===== src/sv/stl_pkg.sv =====
`default_nettype none

package stl_pkg;

  // scanner modes
  typedef enum logic [3:0] {
    MODE_IDLE    = 4'd0,
    MODE_IDENT   = 4'd1,
    MODE_NUMBER  = 4'd2,
    MODE_CHARLIT = 4'd3,
    MODE_STRING  = 4'd4,
    MODE_SQUOTE  = 4'd5,
    MODE_COLON   = 4'd6,
    MODE_BINARY  = 4'd7,
    MODE_MINUS   = 4'd8,
    MODE_COMMENT = 4'd9,
    MODE_ERROR   = 4'd10
  } mode_t;

  typedef enum logic [1:0] {
    KIND_CHAR = 2'd0,
    KIND_END  = 2'd1,
    KIND_ERR  = 2'd2
  } kind_t;

  typedef enum logic [3:0] {
    TOK_IDENT   = 4'd0,
    TOK_KEYWORD = 4'd1,
    TOK_NUMBER  = 4'd2,
    TOK_CHAR    = 4'd3,
    TOK_STRING  = 4'd4,
    TOK_COLON   = 4'd5,
    TOK_ASSIGN  = 4'd6,
    TOK_RETURN  = 4'd7,
    TOK_LBRACK  = 4'd8,
    TOK_RBRACK  = 4'd9,
    TOK_LPAREN  = 4'd10,
    TOK_RPAREN  = 4'd11,
    TOK_PERIOD  = 4'd12,
    TOK_SEMI    = 4'd13,
    TOK_BINARY  = 4'd14,
    TOK_END     = 4'd15
  } tok_t;

  typedef enum logic [1:0] {
    ERR_INVALID = 2'd0,
    ERR_CHARLIT = 2'd1,
    ERR_STRLIT  = 2'd2
  } err_t;

  localparam int unsigned MaxRes = 3;

  localparam logic [7:0] CH_COLON  = 8'h3A;
  localparam logic [7:0] CH_EQUAL  = 8'h3D;
  localparam logic [7:0] CH_DOLLAR = 8'h24;
  localparam logic [7:0] CH_CARET  = 8'h5E;
  localparam logic [7:0] CH_MINUS  = 8'h2D;
  localparam logic [7:0] CH_SEMI   = 8'h3B;
  localparam logic [7:0] CH_DQUOTE = 8'h22;
  localparam logic [7:0] CH_SQUOTE = 8'h27;
  localparam logic [7:0] CH_LBRACK = 8'h5B;
  localparam logic [7:0] CH_RBRACK = 8'h5D;
  localparam logic [7:0] CH_LPAREN = 8'h28;
  localparam logic [7:0] CH_RPAREN = 8'h29;
  localparam logic [7:0] CH_PERIOD = 8'h2E;

  typedef struct packed {
    kind_t      kind;
    logic [7:0] ch;
    tok_t       ttype;
    err_t       err;
    logic       last;
  } res_t;

  typedef struct packed {
    logic [1:0]          cnt;
    res_t [MaxRes-1:0]   arr;
  } res_list_t;

  typedef struct packed {
    res_list_t l;
    mode_t     m;
  } step_t;

  function automatic logic is_alpha(logic [7:0] c);
    return (c >= 8'h61 && c <= 8'h7A) || (c >= 8'h41 && c <= 8'h5A);
  endfunction

  function automatic logic is_digit(logic [7:0] c);
    return c >= 8'h30 && c <= 8'h39;
  endfunction

  function automatic logic is_alnum(logic [7:0] c);
    return is_alpha(c) || is_digit(c);
  endfunction

  function automatic logic is_space(logic [7:0] c);
    return c == 8'h20 || (c >= 8'h09 && c <= 8'h0D);
  endfunction

  function automatic logic is_binary(logic [7:0] c);
    return c == 8'h21 || c == 8'h25 || c == 8'h26 || c == 8'h2A || c == 8'h2B ||
           c == 8'h2C || c == 8'h2F || c == 8'h3C || c == CH_EQUAL || c == 8'h3E ||
           c == 8'h3F || c == 8'h40 || c == 8'h5C || c == 8'h7C || c == 8'h7E ||
           c == CH_MINUS;
  endfunction

  function automatic res_t res_char(logic [7:0] c);
    res_t r;
    r = '0;
    r.kind = KIND_CHAR;
    r.ch   = c;
    return r;
  endfunction

  function automatic res_t res_end(tok_t t);
    res_t r;
    r = '0;
    r.kind  = KIND_END;
    r.ttype = t;
    return r;
  endfunction

  function automatic res_t res_err(err_t e);
    res_t r;
    r = '0;
    r.kind = KIND_ERR;
    r.err  = e;
    return r;
  endfunction

  function automatic res_list_t push(res_list_t l, res_t e);
    res_list_t o;
    o = l;
    if (l.cnt < 2'(MaxRes)) begin
      o.arr[l.cnt] = e;
      o.cnt = l.cnt + 2'd1;
    end
    return o;
  endfunction

  // scan a character from the idle mode, appending to the list passed in
  function automatic step_t scan_idle(res_list_t l, logic [7:0] c);
    step_t s;
    logic  single;
    tok_t  st;
    s.l    = l;
    s.m    = MODE_IDLE;
    single = 1'b1;
    case (c)
      CH_CARET:  st = TOK_RETURN;
      CH_LBRACK: st = TOK_LBRACK;
      CH_RBRACK: st = TOK_RBRACK;
      CH_LPAREN: st = TOK_LPAREN;
      CH_RPAREN: st = TOK_RPAREN;
      CH_PERIOD: st = TOK_PERIOD;
      CH_SEMI:   st = TOK_SEMI;
      default: begin
        st     = TOK_END;
        single = 1'b0;
      end
    endcase
    if (is_space(c)) begin
      s.m = MODE_IDLE;
    end else if (c == CH_DQUOTE) begin
      s.m = MODE_COMMENT;
    end else if (is_alpha(c)) begin
      s.l = push(l, res_char(c));
      s.m = MODE_IDENT;
    end else if (is_digit(c)) begin
      s.l = push(l, res_char(c));
      s.m = MODE_NUMBER;
    end else if (c == CH_DOLLAR) begin
      s.m = MODE_CHARLIT;
    end else if (c == CH_SQUOTE) begin
      s.m = MODE_STRING;
    end else if (c == CH_COLON) begin
      s.l = push(l, res_char(c));
      s.m = MODE_COLON;
    end else if (single) begin
      s.l = push(push(l, res_char(c)), res_end(st));
      s.m = MODE_IDLE;
    end else if (c == CH_MINUS) begin
      s.l = push(l, res_char(c));
      s.m = MODE_MINUS;
    end else if (is_binary(c)) begin
      s.l = push(l, res_char(c));
      s.m = MODE_BINARY;
    end else begin
      s.l = push(l, res_err(ERR_INVALID));
      s.m = MODE_ERROR;
    end
    return s;
  endfunction

  // one input transaction: results in order and the mode left behind
  function automatic step_t lex_step(mode_t m, logic [7:0] c, logic eoi);
    step_t     s;
    res_list_t none;
    none = '0;
    s.l  = '0;
    s.m  = MODE_IDLE;
    if (eoi) begin
      case (m)
        MODE_IDENT:   s.l = push(push(none, res_end(TOK_IDENT)), res_end(TOK_END));
        MODE_NUMBER:  s.l = push(push(none, res_end(TOK_NUMBER)), res_end(TOK_END));
        MODE_CHARLIT: s.l = push(none, res_err(ERR_CHARLIT));
        MODE_STRING:  s.l = push(none, res_err(ERR_STRLIT));
        MODE_SQUOTE:  s.l = push(push(none, res_end(TOK_STRING)), res_end(TOK_END));
        MODE_COLON:   s.l = push(push(none, res_end(TOK_COLON)), res_end(TOK_END));
        MODE_BINARY,
        MODE_MINUS:   s.l = push(push(none, res_end(TOK_BINARY)), res_end(TOK_END));
        MODE_ERROR:   s.l = none;
        default:      s.l = push(none, res_end(TOK_END));
      endcase
    end else begin
      case (m)
        MODE_IDENT: begin
          if (is_alnum(c)) begin
            s.l = push(none, res_char(c));
            s.m = MODE_IDENT;
          end else if (c == CH_COLON) begin
            s.l = push(push(none, res_char(c)), res_end(TOK_KEYWORD));
          end else begin
            s = scan_idle(push(none, res_end(TOK_IDENT)), c);
          end
        end
        MODE_NUMBER: begin
          if (is_alnum(c)) begin
            s.l = push(none, res_char(c));
            s.m = MODE_NUMBER;
          end else begin
            s = scan_idle(push(none, res_end(TOK_NUMBER)), c);
          end
        end
        MODE_CHARLIT: s.l = push(push(none, res_char(c)), res_end(TOK_CHAR));
        MODE_STRING: begin
          if (c == CH_SQUOTE) begin
            s.m = MODE_SQUOTE;
          end else begin
            s.l = push(none, res_char(c));
            s.m = MODE_STRING;
          end
        end
        MODE_SQUOTE: begin
          if (c == CH_SQUOTE) begin
            s.l = push(none, res_char(c));
            s.m = MODE_STRING;
          end else begin
            s = scan_idle(push(none, res_end(TOK_STRING)), c);
          end
        end
        MODE_COLON: begin
          if (c == CH_EQUAL) begin
            s.l = push(push(none, res_char(c)), res_end(TOK_ASSIGN));
          end else begin
            s = scan_idle(push(none, res_end(TOK_COLON)), c);
          end
        end
        MODE_MINUS: begin
          if (is_digit(c)) begin
            s.l = push(none, res_char(c));
            s.m = MODE_NUMBER;
          end else if (is_binary(c)) begin
            s.l = push(push(none, res_char(c)), res_end(TOK_BINARY));
          end else begin
            s = scan_idle(push(none, res_end(TOK_BINARY)), c);
          end
        end
        MODE_BINARY: begin
          if (is_binary(c)) begin
            s.l = push(push(none, res_char(c)), res_end(TOK_BINARY));
          end else begin
            s = scan_idle(push(none, res_end(TOK_BINARY)), c);
          end
        end
        MODE_COMMENT: s.m = (c == CH_DQUOTE) ? MODE_IDLE : MODE_COMMENT;
        MODE_ERROR:   s.m = MODE_ERROR;
        default:      s = scan_idle(none, c);
      endcase
    end
    return s;
  endfunction

endpackage

`default_nettype wire


===== src/sv/smalltalk_token_lexer.sv =====
// channel | direction | handshake            | payload
// in      | input     | in_valid / in_ready  | char_code, end_of_input
// out     | output    | out_valid / out_ready| item_kind, token_char, token_type,
//         |           |                      | error_kind, last
// an input transaction waits in the input register until the result buffer is free, then the scanner logic
// turns it into zero to three results in the result buffer, drained one per cycle while out_ready is high
// a transaction with n results holds the result side until all n are drained;
// one-result characters stream at one per cycle while out_ready stays high
// a character that gives no result (whitespace, comment text) leaves the buffer empty
// rst is synchronous: scanner back to idle, both registers empty
// out_ready low holds the buffer; the input register still takes one transaction
`default_nettype none

module smalltalk_token_lexer (
  input  wire logic       clk,
  input  wire logic       rst,
  input  wire logic       in_valid,
  output logic            in_ready,
  input  wire logic [7:0] char_code,
  input  wire logic       end_of_input,
  output logic            out_valid,
  input  wire logic       out_ready,
  output logic [1:0]      item_kind,
  output logic [7:0]      token_char,
  output logic [3:0]      token_type,
  output logic [1:0]      error_kind,
  output logic            last
);
  import stl_pkg::*;

  // input register
  logic       in_full;
  logic [7:0] in_char;
  logic       in_eoi;

  // scanner mode
  mode_t mode;
  mode_t mode_next;

  // result buffer
  logic              buf_valid;
  logic [1:0]        buf_cnt;
  logic [1:0]        rd_idx;
  res_t [MaxRes-1:0] buf_arr;

  step_t     step;
  res_list_t bundle;
  res_t      head;
  logic      drain_last;
  logic      buf_free;
  logic      advance;

  // scanner logic on the registered transaction
  always_comb begin
    step = lex_step(mode, in_char, in_eoi);
  end

  // next mode
  always_comb begin
    mode_next = mode;
    if (advance) begin
      mode_next = step.m;
    end
  end

  // result bundle, with last flagged on the final entry
  always_comb begin
    bundle = step.l;
    if (bundle.cnt != 2'd0) begin
      bundle.arr[bundle.cnt - 2'd1].last = 1'b1;
    end
  end

  assign head       = buf_arr[rd_idx];
  assign out_valid  = buf_valid;
  assign item_kind  = head.kind;
  assign token_char = head.ch;
  assign token_type = head.ttype;
  assign error_kind = head.err;
  assign last       = head.last;

  // buffer is free when empty or when its final entry goes out this cycle
  assign drain_last = buf_valid && out_ready && head.last;
  assign buf_free   = !buf_valid || drain_last;
  assign advance    = in_full && buf_free;
  assign in_ready   = !in_full || advance;

  always_ff @(posedge clk) begin
    if (rst) begin
      in_full <= 1'b0;
    end else if (in_ready) begin
      in_full <= in_valid;
    end
    if (in_ready && in_valid) begin
      in_char <= char_code;
      in_eoi  <= end_of_input;
    end
  end

  always_ff @(posedge clk) begin
    if (rst) begin
      mode <= MODE_IDLE;
    end else begin
      mode <= mode_next;
    end
  end

  always_ff @(posedge clk) begin
    if (rst) begin
      buf_valid <= 1'b0;
      buf_cnt   <= 2'd0;
      rd_idx    <= 2'd0;
    end else if (advance) begin
      // transactions with no result leave the buffer empty
      buf_valid <= bundle.cnt != 2'd0;
      buf_cnt   <= bundle.cnt;
      rd_idx    <= 2'd0;
    end else if (drain_last) begin
      buf_valid <= 1'b0;
    end else if (buf_valid && out_ready) begin
      rd_idx <= rd_idx + 2'd1;
    end
  end

  always_ff @(posedge clk) begin
    if (advance) begin
      buf_arr <= bundle.arr;
    end
  end

`ifndef SYNTHESIS
  // end of input always leaves the scanner idle
  a_eoi_idle: assert property (@(posedge clk) disable iff (rst)
    advance && in_eoi |=> mode == MODE_IDLE)
    else $error("scanner not idle after end of input");

  // characters after an error are swallowed
  a_error_swallow: assert property (@(posedge clk) disable iff (rst)
    advance && !in_eoi && mode == MODE_ERROR |=> !buf_valid && mode == MODE_ERROR)
    else $error("character after error produced a result");

  // read pointer stays inside the loaded bundle
  a_rd_in_range: assert property (@(posedge clk) disable iff (rst)
    buf_valid |-> rd_idx < buf_cnt && buf_cnt != 2'd0)
    else $error("result read pointer out of range");

  // only the final entry of a bundle carries last
  a_last_at_end: assert property (@(posedge clk) disable iff (rst)
    buf_valid |-> (head.last == (rd_idx == buf_cnt - 2'd1)))
    else $error("last flag does not match bundle end");
`endif

endmodule

`default_nettype wire


===== config.mk =====
export PLATFORM = sky130hd
export DESIGN_NAME = smalltalk_token_lexer
export DESIGN_NICKNAME = d
export VERILOG_FILES = /design/src/sv/stl_pkg.sv /design/src/sv/smalltalk_token_lexer.sv
export SDC_FILE = /design/constraint.sdc
export NUM_CORES = 1
export LEC_CHECK = 0
export BUFFER_PORTS_ARGS = -buffer_cell sky130_fd_sc_hd__buf_4
export CORE_MARGIN = 2
export CORE_UTILIZATION = 55
export CTS_BUF_LIST = sky130_fd_sc_hd__clkbuf_8
export CTS_CLUSTER_SIZE = 14
export DETAILED_ROUTE_END_ITERATION = 7
export GPL_TIMING_DRIVEN = 0
export PLACE_DENSITY = 0.81
export RECOVER_POWER = 25
export SETUP_SLACK_MARGIN = 0.15
export SYNTH_ARGS = -nofsm -noshare
export SYNTH_HDL_FRONTEND = slang
export SYNTH_SLANG_ARGS = --single-unit

===== constraint.sdc =====
create_clock -name clk -period 3.05 [get_ports clk]
set_input_delay 0.61 -clock clk [delete_from_list [all_inputs] [get_ports clk]]
set_output_delay 0.61 -clock clk [all_outputs]
set_load 0.005 [all_outputs]

==> results.md, run 1 <==
* Status: complete, but fails checks
* Failing checks: DRC, setup timing
* Post-DP HPWL at around 12 mm
* Pleak at 1.923 nW
* # diodes at 0
* CP delay by family, top: simple AND/OR/NAND/NOR gates
* Cell taking the most area after synthesis: edfxtp_1
* Syn-to-layout area delta at 24.92%
* Final Hold Viols at 0
* Via count at 5321
* Mapped cell area at 4489 um2
* Syn_nets at approximately 580
* Worst hold margin at 0.4855 ns
* WS Path Type: register to register
* DR vias/cell at between 7 and 8
* Power density over cell area at around 330 nW/um2
* Cells after synthesis at 563
* Clock sinks at between 50 and 60
* Chip width at around 94 um
* Maximum fanout along the worst path at 9
* Global-route wire length before repair at ~26 mm
* GRT Resource Usage Total at 0.3844
* Initial Utilization at 0.5750
* Final setup viols at 13
* CTS Hold Buffers Added at 0
* Post-synth EDFFs at 47
* Maxcap violations at 0
* Ports at 32
* Wire length per cell at about 24 um
* Num CTS Buffers at 5
* Post-route clock period utilization at 1.061
* Number of H-tree levels at 2
* Row cnt at 32
* Largest net degree at the start of global routing at 21
* Slew Viols, Final at 0
* DR pass1 iterations at 8
* Most used cell, CP: buf_6
* Final net count at ~630
* Critical path buffer and inverter count at 3
* Critical Path AT at ~3.3 ns
* Post-synth top area share at 0.3144
* Startpoint types: register
* Max Buffers Root-to-Sink at 2
* CTS tree: built
* Hold EP: in_char[0]$_DFFE_PP_
* Worst reg2reg path startpoint: in_char[4]$_DFFE_PP_
* Die height at about 94 um
* Clk root buf: clkbuf_8
* RSZ-0062 raised after global routing: yes
* Worst setup path start: in_char[4]$_DFFE_PP_
* Drt drc at between 50 and 60
* Yosys reg bits at 55
* Final core occ at 0.7183
* Ys flop type: edfxtp_1
* IO Port Bufs at 31
* Post-synthesis sequential area ratio at 0.3501
* R2r setup slk at -0.19 ns
* Post-synth ARST share at 0
* Worst Tran Pin Value at approximately 0.9 ns
* Hold depth at 1
* Final TNS setup at -1.340 ns
* Gpl congestion at roughly 1.1
* CP cell instances: buf_6 -> or4b_4 -> buf_6 -> or4_4 -> and3_4 -> buf_6 -> nand2_2 -> o31ai_1 -> a222oi_1 -> a31oi_1
* Hold Startpoint: char_code[0]
* Most frequent cells in the layout: nand2_1 (62), nor2_1 (62), edfxtp_1 (47)
* Crit path max-delay cell type: or4b_4
* FILL cells at ~600
* Syn_area_per_cell at approximately 8 um2
* Die area at 8901 um2
* Max stage delay on crit path at approximately 0.52 ns
* Slew HR at 0.4094
* Initial antenna violation count at 0
* Final wirelength at between 15 and 20 mm
* VDD IR max at approximately 0.00020 V
* Clk slew on worst S/H paths at roughly 0.11 ns
* Gr ovfl total at 0
* HP Class: input port to register
* Critical path capture point type: register
* Fin crit period at approximately 3.2 ns
* Share of cells above drive strength 1 at 0.2528
* CP required at 3.06 ns
* Setup WS post-layout at -0.1874 ns
* Initial DRC Count at about 1.2k
* Ys Warns at 0
* Vias in the first global route at around 4.7k
* Reg2reg end: buf_arr[27]$_SDFFCE_PP0P_
* Skew-Pair Late Insertion Delay at slightly above 0.3 ns
* Setup Skew at around 0.015 ns
* FMAX at 308.9 MHz
* Core footprint at about 7800 um2
* FF-to-FF path depth at 10
* Ranking of synthesized cells by area: edfxtp_1 (31%), nor2_1 (5.9%), o21ai_0 (5.6%)
* Distinct cells, synth at slightly above 70
* Post-route ant nets at 0
worst max-delay path by stage:
stage,to,cells after the start,slack [ns]
2_1_floorplan,buf_arr[25]$_SDFFCE_PP0P_,11,0.03
3_3_place_gp,buf_arr[29]$_SDFFCE_PP0P_,10,-0.76
3_5_place_dp,buf_arr[8]$_SDFFCE_PP0P_,10,-0.72
4_1_cts,buf_arr[25]$_SDFFCE_PP0P_,11,-0.11
5_1_grt,buf_arr[25]$_SDFFCE_PP0P_,11,-0.24
6_report,buf_arr[27]$_SDFFCE_PP0P_,10,-0.19
kinds of logic after synthesis:
| logic type | count (synthesis) | synth area share |
|---|---|---|
| compound gates | 175 | 0.2598 |
| xor+xnor | 5 | 0.009754 |
| fa+ha+maj | 1 | 0.002230 |
| buf+inv | 51 | 0.04933 |
| flops | 55 | 0.3501 |
| mux | 18 | 0.04069 |
| other cells | 1 | 0.0008353 |
| simple gates | 257 | 0.2874 |
cells in the mapped netlist (3+ instances only):
master and n:
a211o_1 3, a211oi_1 5, a21o_1 4, a21oi_1 26, a22o_1 3, a22oi_1 3, a311oi_1 5, a31o_2 4
a31oi_1 9, and2_1 8, and3_1 11, buf_1 5, buf_6 4, clkbuf_1 34, dfxtp_1 8, edfxtp_1 47
inv_1 6, mux2i_1 16, nand2_1 66, nand2b_1 10, nand3_1 11, nand4_1 4, nor2_1 70, nor2b_1 13
nor3_1 24, nor3b_1 8, nor4_1 6, nor4b_1 3, nor4bb_1 3, o211ai_1 8, o21ai_0 50, o221ai_1 6
o22ai_1 13, o2bb2ai_1 4, o311ai_0 3, o31ai_1 6, or2_2 3, or3_1 4, or4_1 4, xnor2_1 4
worst reg2reg max path, delay by kind of cell, from the launching register on:
kind            cells  cell delay (ns)
compound gates      3             0.76
buf+inv             3             0.40
flops               1             0.40
simple gates        4             1.38
metrics by stage:
stage	worst slack [ns]	power, mW	area [um2]	std cells
3_3_place_gp	-0.7563	1.327	4867	696
6_report	-0.1874	1.863	5608	723
3_5_place_dp	-0.7225	1.334	4873	696
5_1_grt	-0.2412	1.921	5608	723
4_1_cts	-0.1062	1.792	5283	716
2_1_floorplan	0.02765	1.182	4507	563
state kept, by name, summed over array words and instances, names as in the netlist:
signal / cells
mode: 4
out_valid: 1
rd_idx: 2
in_eoi: 1
buf_arr: 38
in_full: 1
in_char: 8
report_power, final:
part           switching, mW  internal (mW)
Sequential            0.0184          0.866
Combinational          0.345          0.193
Clock                  0.254          0.186
Total                  0.617           1.25
per-layer routing:
| layer | up-vias | share of wire | GRT usage |
|---|---|---|---|
| met4 | 0 | 0.080 | 0.2077 |
| met1 | 2400 | 0.35 | 0.5074 |
| li1 | 2255 | - | - |
| met5 | - | 0 | 0 |
| met2 | 516 | 0.43 | 0.5958 |
| met3 | 150 | 0.14 | 0.07662 |
what timing repair did:
action / CTS / global route
pin swaps: 13 / 13
resized for setup: 56 / 82
gates cloned: 1 / 0
endpoints found under the setup margin: 76 / 39
buffers inserted: 11 / 7
cell type report:
type                    count  area (um2)  share of cell area
multi-input cells         457        3157              0.5629
flip-flops and latches     55        1572              0.2802
repair buffers             49       371.6             0.06626
plain buffers              43       240.2             0.04284
well taps                 102       127.6             0.02276
clock buffers               6       82.58             0.01473
inverters                   8       33.78            0.006024
clock inverters             2       16.27            0.002900
repair inverters            1       7.507            0.001339
No activity file was read; power rests on OpenSTA's default activity.
==> inputs of run 2 (changes only) <==
Settings changed: CORE_MARGIN 2 to 8, PLACE_DENSITY 0.81 to 0.78.
Clock period 3.05 ns to 3.15 ns, I/O delays scaled along.
==> results.md, run 2 (synthesized netlist as in run 1, its figures left out) <==
* Status: complete, but fails checks
* Failing checks: setup timing
* Largest Register: buf_arr
* Via count at 5263 (-1.1%)
* FMAX at 309.4 MHz (+0.15%)
* FF-to-FF path depth at 8 (-2)
* Number of H-tree levels at 2 (unchanged)
* Chip width at 106.3 um (+13%)
* Slew HR at 0.1177 (-0.2917)
* CP required at 3.24 ns (+0.18 ns)
* Max stage delay on crit path at 1.03 ns (+0.51 ns)
* Total power draw at 1.780 mW (-4.4%)
* Initial Utilization at 0.5576 (-0.01742)
* VDD IR max at 0.0001911 V (-4.9%)
* Share of cells above drive strength 1 at 0.2258 (-0.02701)
* CP cell instances: clkbuf_2 -> nand4b_1 -> nor2_1 -> nor3_1 -> nor2_4 -> o41ai_2 -> nor2_1 -> nor4b_1
* Drt drc at 0 (-100%)
* Clk slew on worst S/H paths at 0.11 ns (about the same)
* Gpl congestion at 1.085 (-1.9%)
* Reg2reg end: buf_arr[26]$_SDFFCE_PP0P_
* Initial DRC Count at 915 (-21%)
* Worst reg2reg path startpoint: in_char[1]$_DFFE_PP_
* Post-DP HPWL at 12.34 mm (+1.2%)
* CTS tree: built
* Die height at 106.3 um (+13%)
* Wire length per cell at 23.68 um (-2.3%)
* Hold EP: in_char[0]$_DFFE_PP_
* Max reg flops at 38 (unchanged)
* Non-filler cells, final at 725 (+0.28%)
* Startpoint types: register
* Clock sinks at 55 (unchanged)
* Maximum fanout along the worst path at 10 (+1)
* GRT Resource Usage Total at 0.2886 (-0.09580)
* Maxcap violations at 0 (unchanged)
* IO Port Bufs at 31 (unchanged)
* DR vias/cell at 7.259 (-1.4%)
* Dpl ws at -0.6816 ns (+0.04087 ns)
* Max Buffers Root-to-Sink at 2 (unchanged)
* Setup WS post-layout at -0.08249 ns (+0.1049 ns)
* # diodes at 0 (unchanged)
* Final Hold Viols at 0 (unchanged)
* Slew Viols, Final at 0 (unchanged)
* Hold depth at 1 (unchanged)
* Final TNS setup at -0.1895 ns (+1.150 ns)
* Post-route clock period utilization at 1.026 (-0.03527)
* Skew-Pair Late Insertion Delay at 0.33 ns (+0.02 ns)
* Final net count at 632 (-0.16%)
* Pleak at 1.877 nW (-2.4%)
* Most used cell, CP: nor2_1
* Cells after DPL at 699 (+0.43%)
* Final wirelength at 17.17 mm (-2.0%)
* Vias in the first global route at 4682 (-0.85%)
* DR pass1 iterations at 7 (-1)
* FILL cells at 679 (+14%)
* Row cnt at 33 (+3.1%)
* Setup Skew at 0.01511 ns (+0.0002676 ns)
* Syn-to-layout area delta at 20.21%
* CTS Hold Buffers Added at 0 (unchanged)
* Ports at 32 (unchanged)
* Num CTS Buffers at 5 (unchanged)
* Gr ovfl total at 0 (unchanged)
* Critical Path AT at 3.33 ns (+0.08 ns)
* Die area at 11310 um2 (+27%)
* Critical path capture point type: register
* Largest net degree at the start of global routing at 21 (unchanged)
* Clk root buf: clkbuf_8
* R2r setup slk at -0.08 ns (+0.10 ns)
* Global-route wire length before repair at 25.92 mm (+0.51%)
* HP Class: input port to register
* WS Path Type: register to register
* Final setup viols at 5 (-8)
* Largest regs: buf_arr x38, in_char x8, mode x4
* Initial antenna violation count at 0 (unchanged)
* Crit path max-delay cell type: nor3_1
* Fin crit period at 3.232 ns (-0.004949 ns)
* Worst Tran Pin Value at 1.313 ns (+0.4342 ns)
* Worst hold margin at 0.4907 ns (+0.005288 ns)
* RSZ-0062 raised after global routing: yes
* Power density over cell area at 329.9 nW/um2 (-0.68%)
* Most frequent cells in the layout: nand2_1 (61), nor2_1 (60), edfxtp_1 (47)
* Post-route ant nets at 0 (unchanged)
* Commonest non-fill, non-tap cell in the layout: nand2_1
* Core footprint at 8051 um2 (+3.1%)
* Hold Startpoint: char_code[0]
run 2: cell types whose count changed in the layout (fill, tap and decap cells not counted), sizes merged:
cell,change
buf,-3
clkbuf,+1
clkinv,+1
clkinvlp,-1
inv,+1
run 2: metal layers:
metal	part of all wire	track usage
met1	0.37	0.3751
met2	0.43	0.4491
met3	0.13	0.05203
met4	0.067	0.1497
met5	0	0
run 2: cell type report:
class,count,area (um2),share of cell area
multi-input cells,457,2958,0.5481
flip-flops and latches,55,1572,0.2912
repair buffers,48,364.1,0.06747
plain buffers,43,232.7,0.04313
well taps,105,131.4,0.02434
clock buffers,5,68.82,0.01275
inverters,8,33.78,0.006260
clock inverters,3,28.78,0.005333
repair inverters,1,7.507,0.001391
run 2: repair_timing:
item                                    CTS  global route
buffers inserted                         11             6
gates cloned                              1             0
endpoints found under the setup margin   74            30
pin swaps                                 9            11
gates resized for setup                  47            49
run 2: worst max-delay path by stage:
stage | startpoint | depth (start not counted) | slack (ns) | endpoint
2_1_floorplan | in_char[4]$_DFFE_PP_ | 11 | 0.13 | buf_arr[25]$_SDFFCE_PP0P_
3_3_place_gp | in_char[6]$_DFFE_PP_ | 10 | -0.69 | buf_arr[8]$_SDFFCE_PP0P_
3_5_place_dp | in_char[6]$_DFFE_PP_ | 10 | -0.68 | buf_arr[8]$_SDFFCE_PP0P_
4_1_cts | in_char[4]$_DFFE_PP_ | 11 | -0.01 | buf_arr[25]$_SDFFCE_PP0P_
6_report | in_char[1]$_DFFE_PP_ | 8 | -0.08 | buf_arr[26]$_SDFFCE_PP0P_
5_1_grt | in_char[1]$_DFFE_PP_ | 9 | -0.07 | buf_arr[25]$_SDFFCE_PP0P_
run 2: worst max-delay path, delay by kind of cell (launching register included):
family / cells / cell delay [ns]
buf+inv: 1 / 0.26
simple gates: 6 / 2.19
compound gates: 1 / 0.14
flops: 1 / 0.40
run 2: report_power, final:
part           internal (mW)  total [mW]  switching (mW)
logic                  0.177       0.494           0.317
registers              0.839       0.857          0.0178
clock network          0.166       0.430           0.265
total                   1.18        1.78           0.599
run 2: stage by stage:
| step | cell area [um2] | utilization |
|---|---|---|
| after floorplan | 4501 | - |
| after global placement | 4865 | 0.6042 |
| after detailed placement | 4871 | 0.6050 |
| after CTS | 5211 | 0.6472 |
| after global routing | 5396 | 0.6702 |
| final | 5396 | 0.6702 |
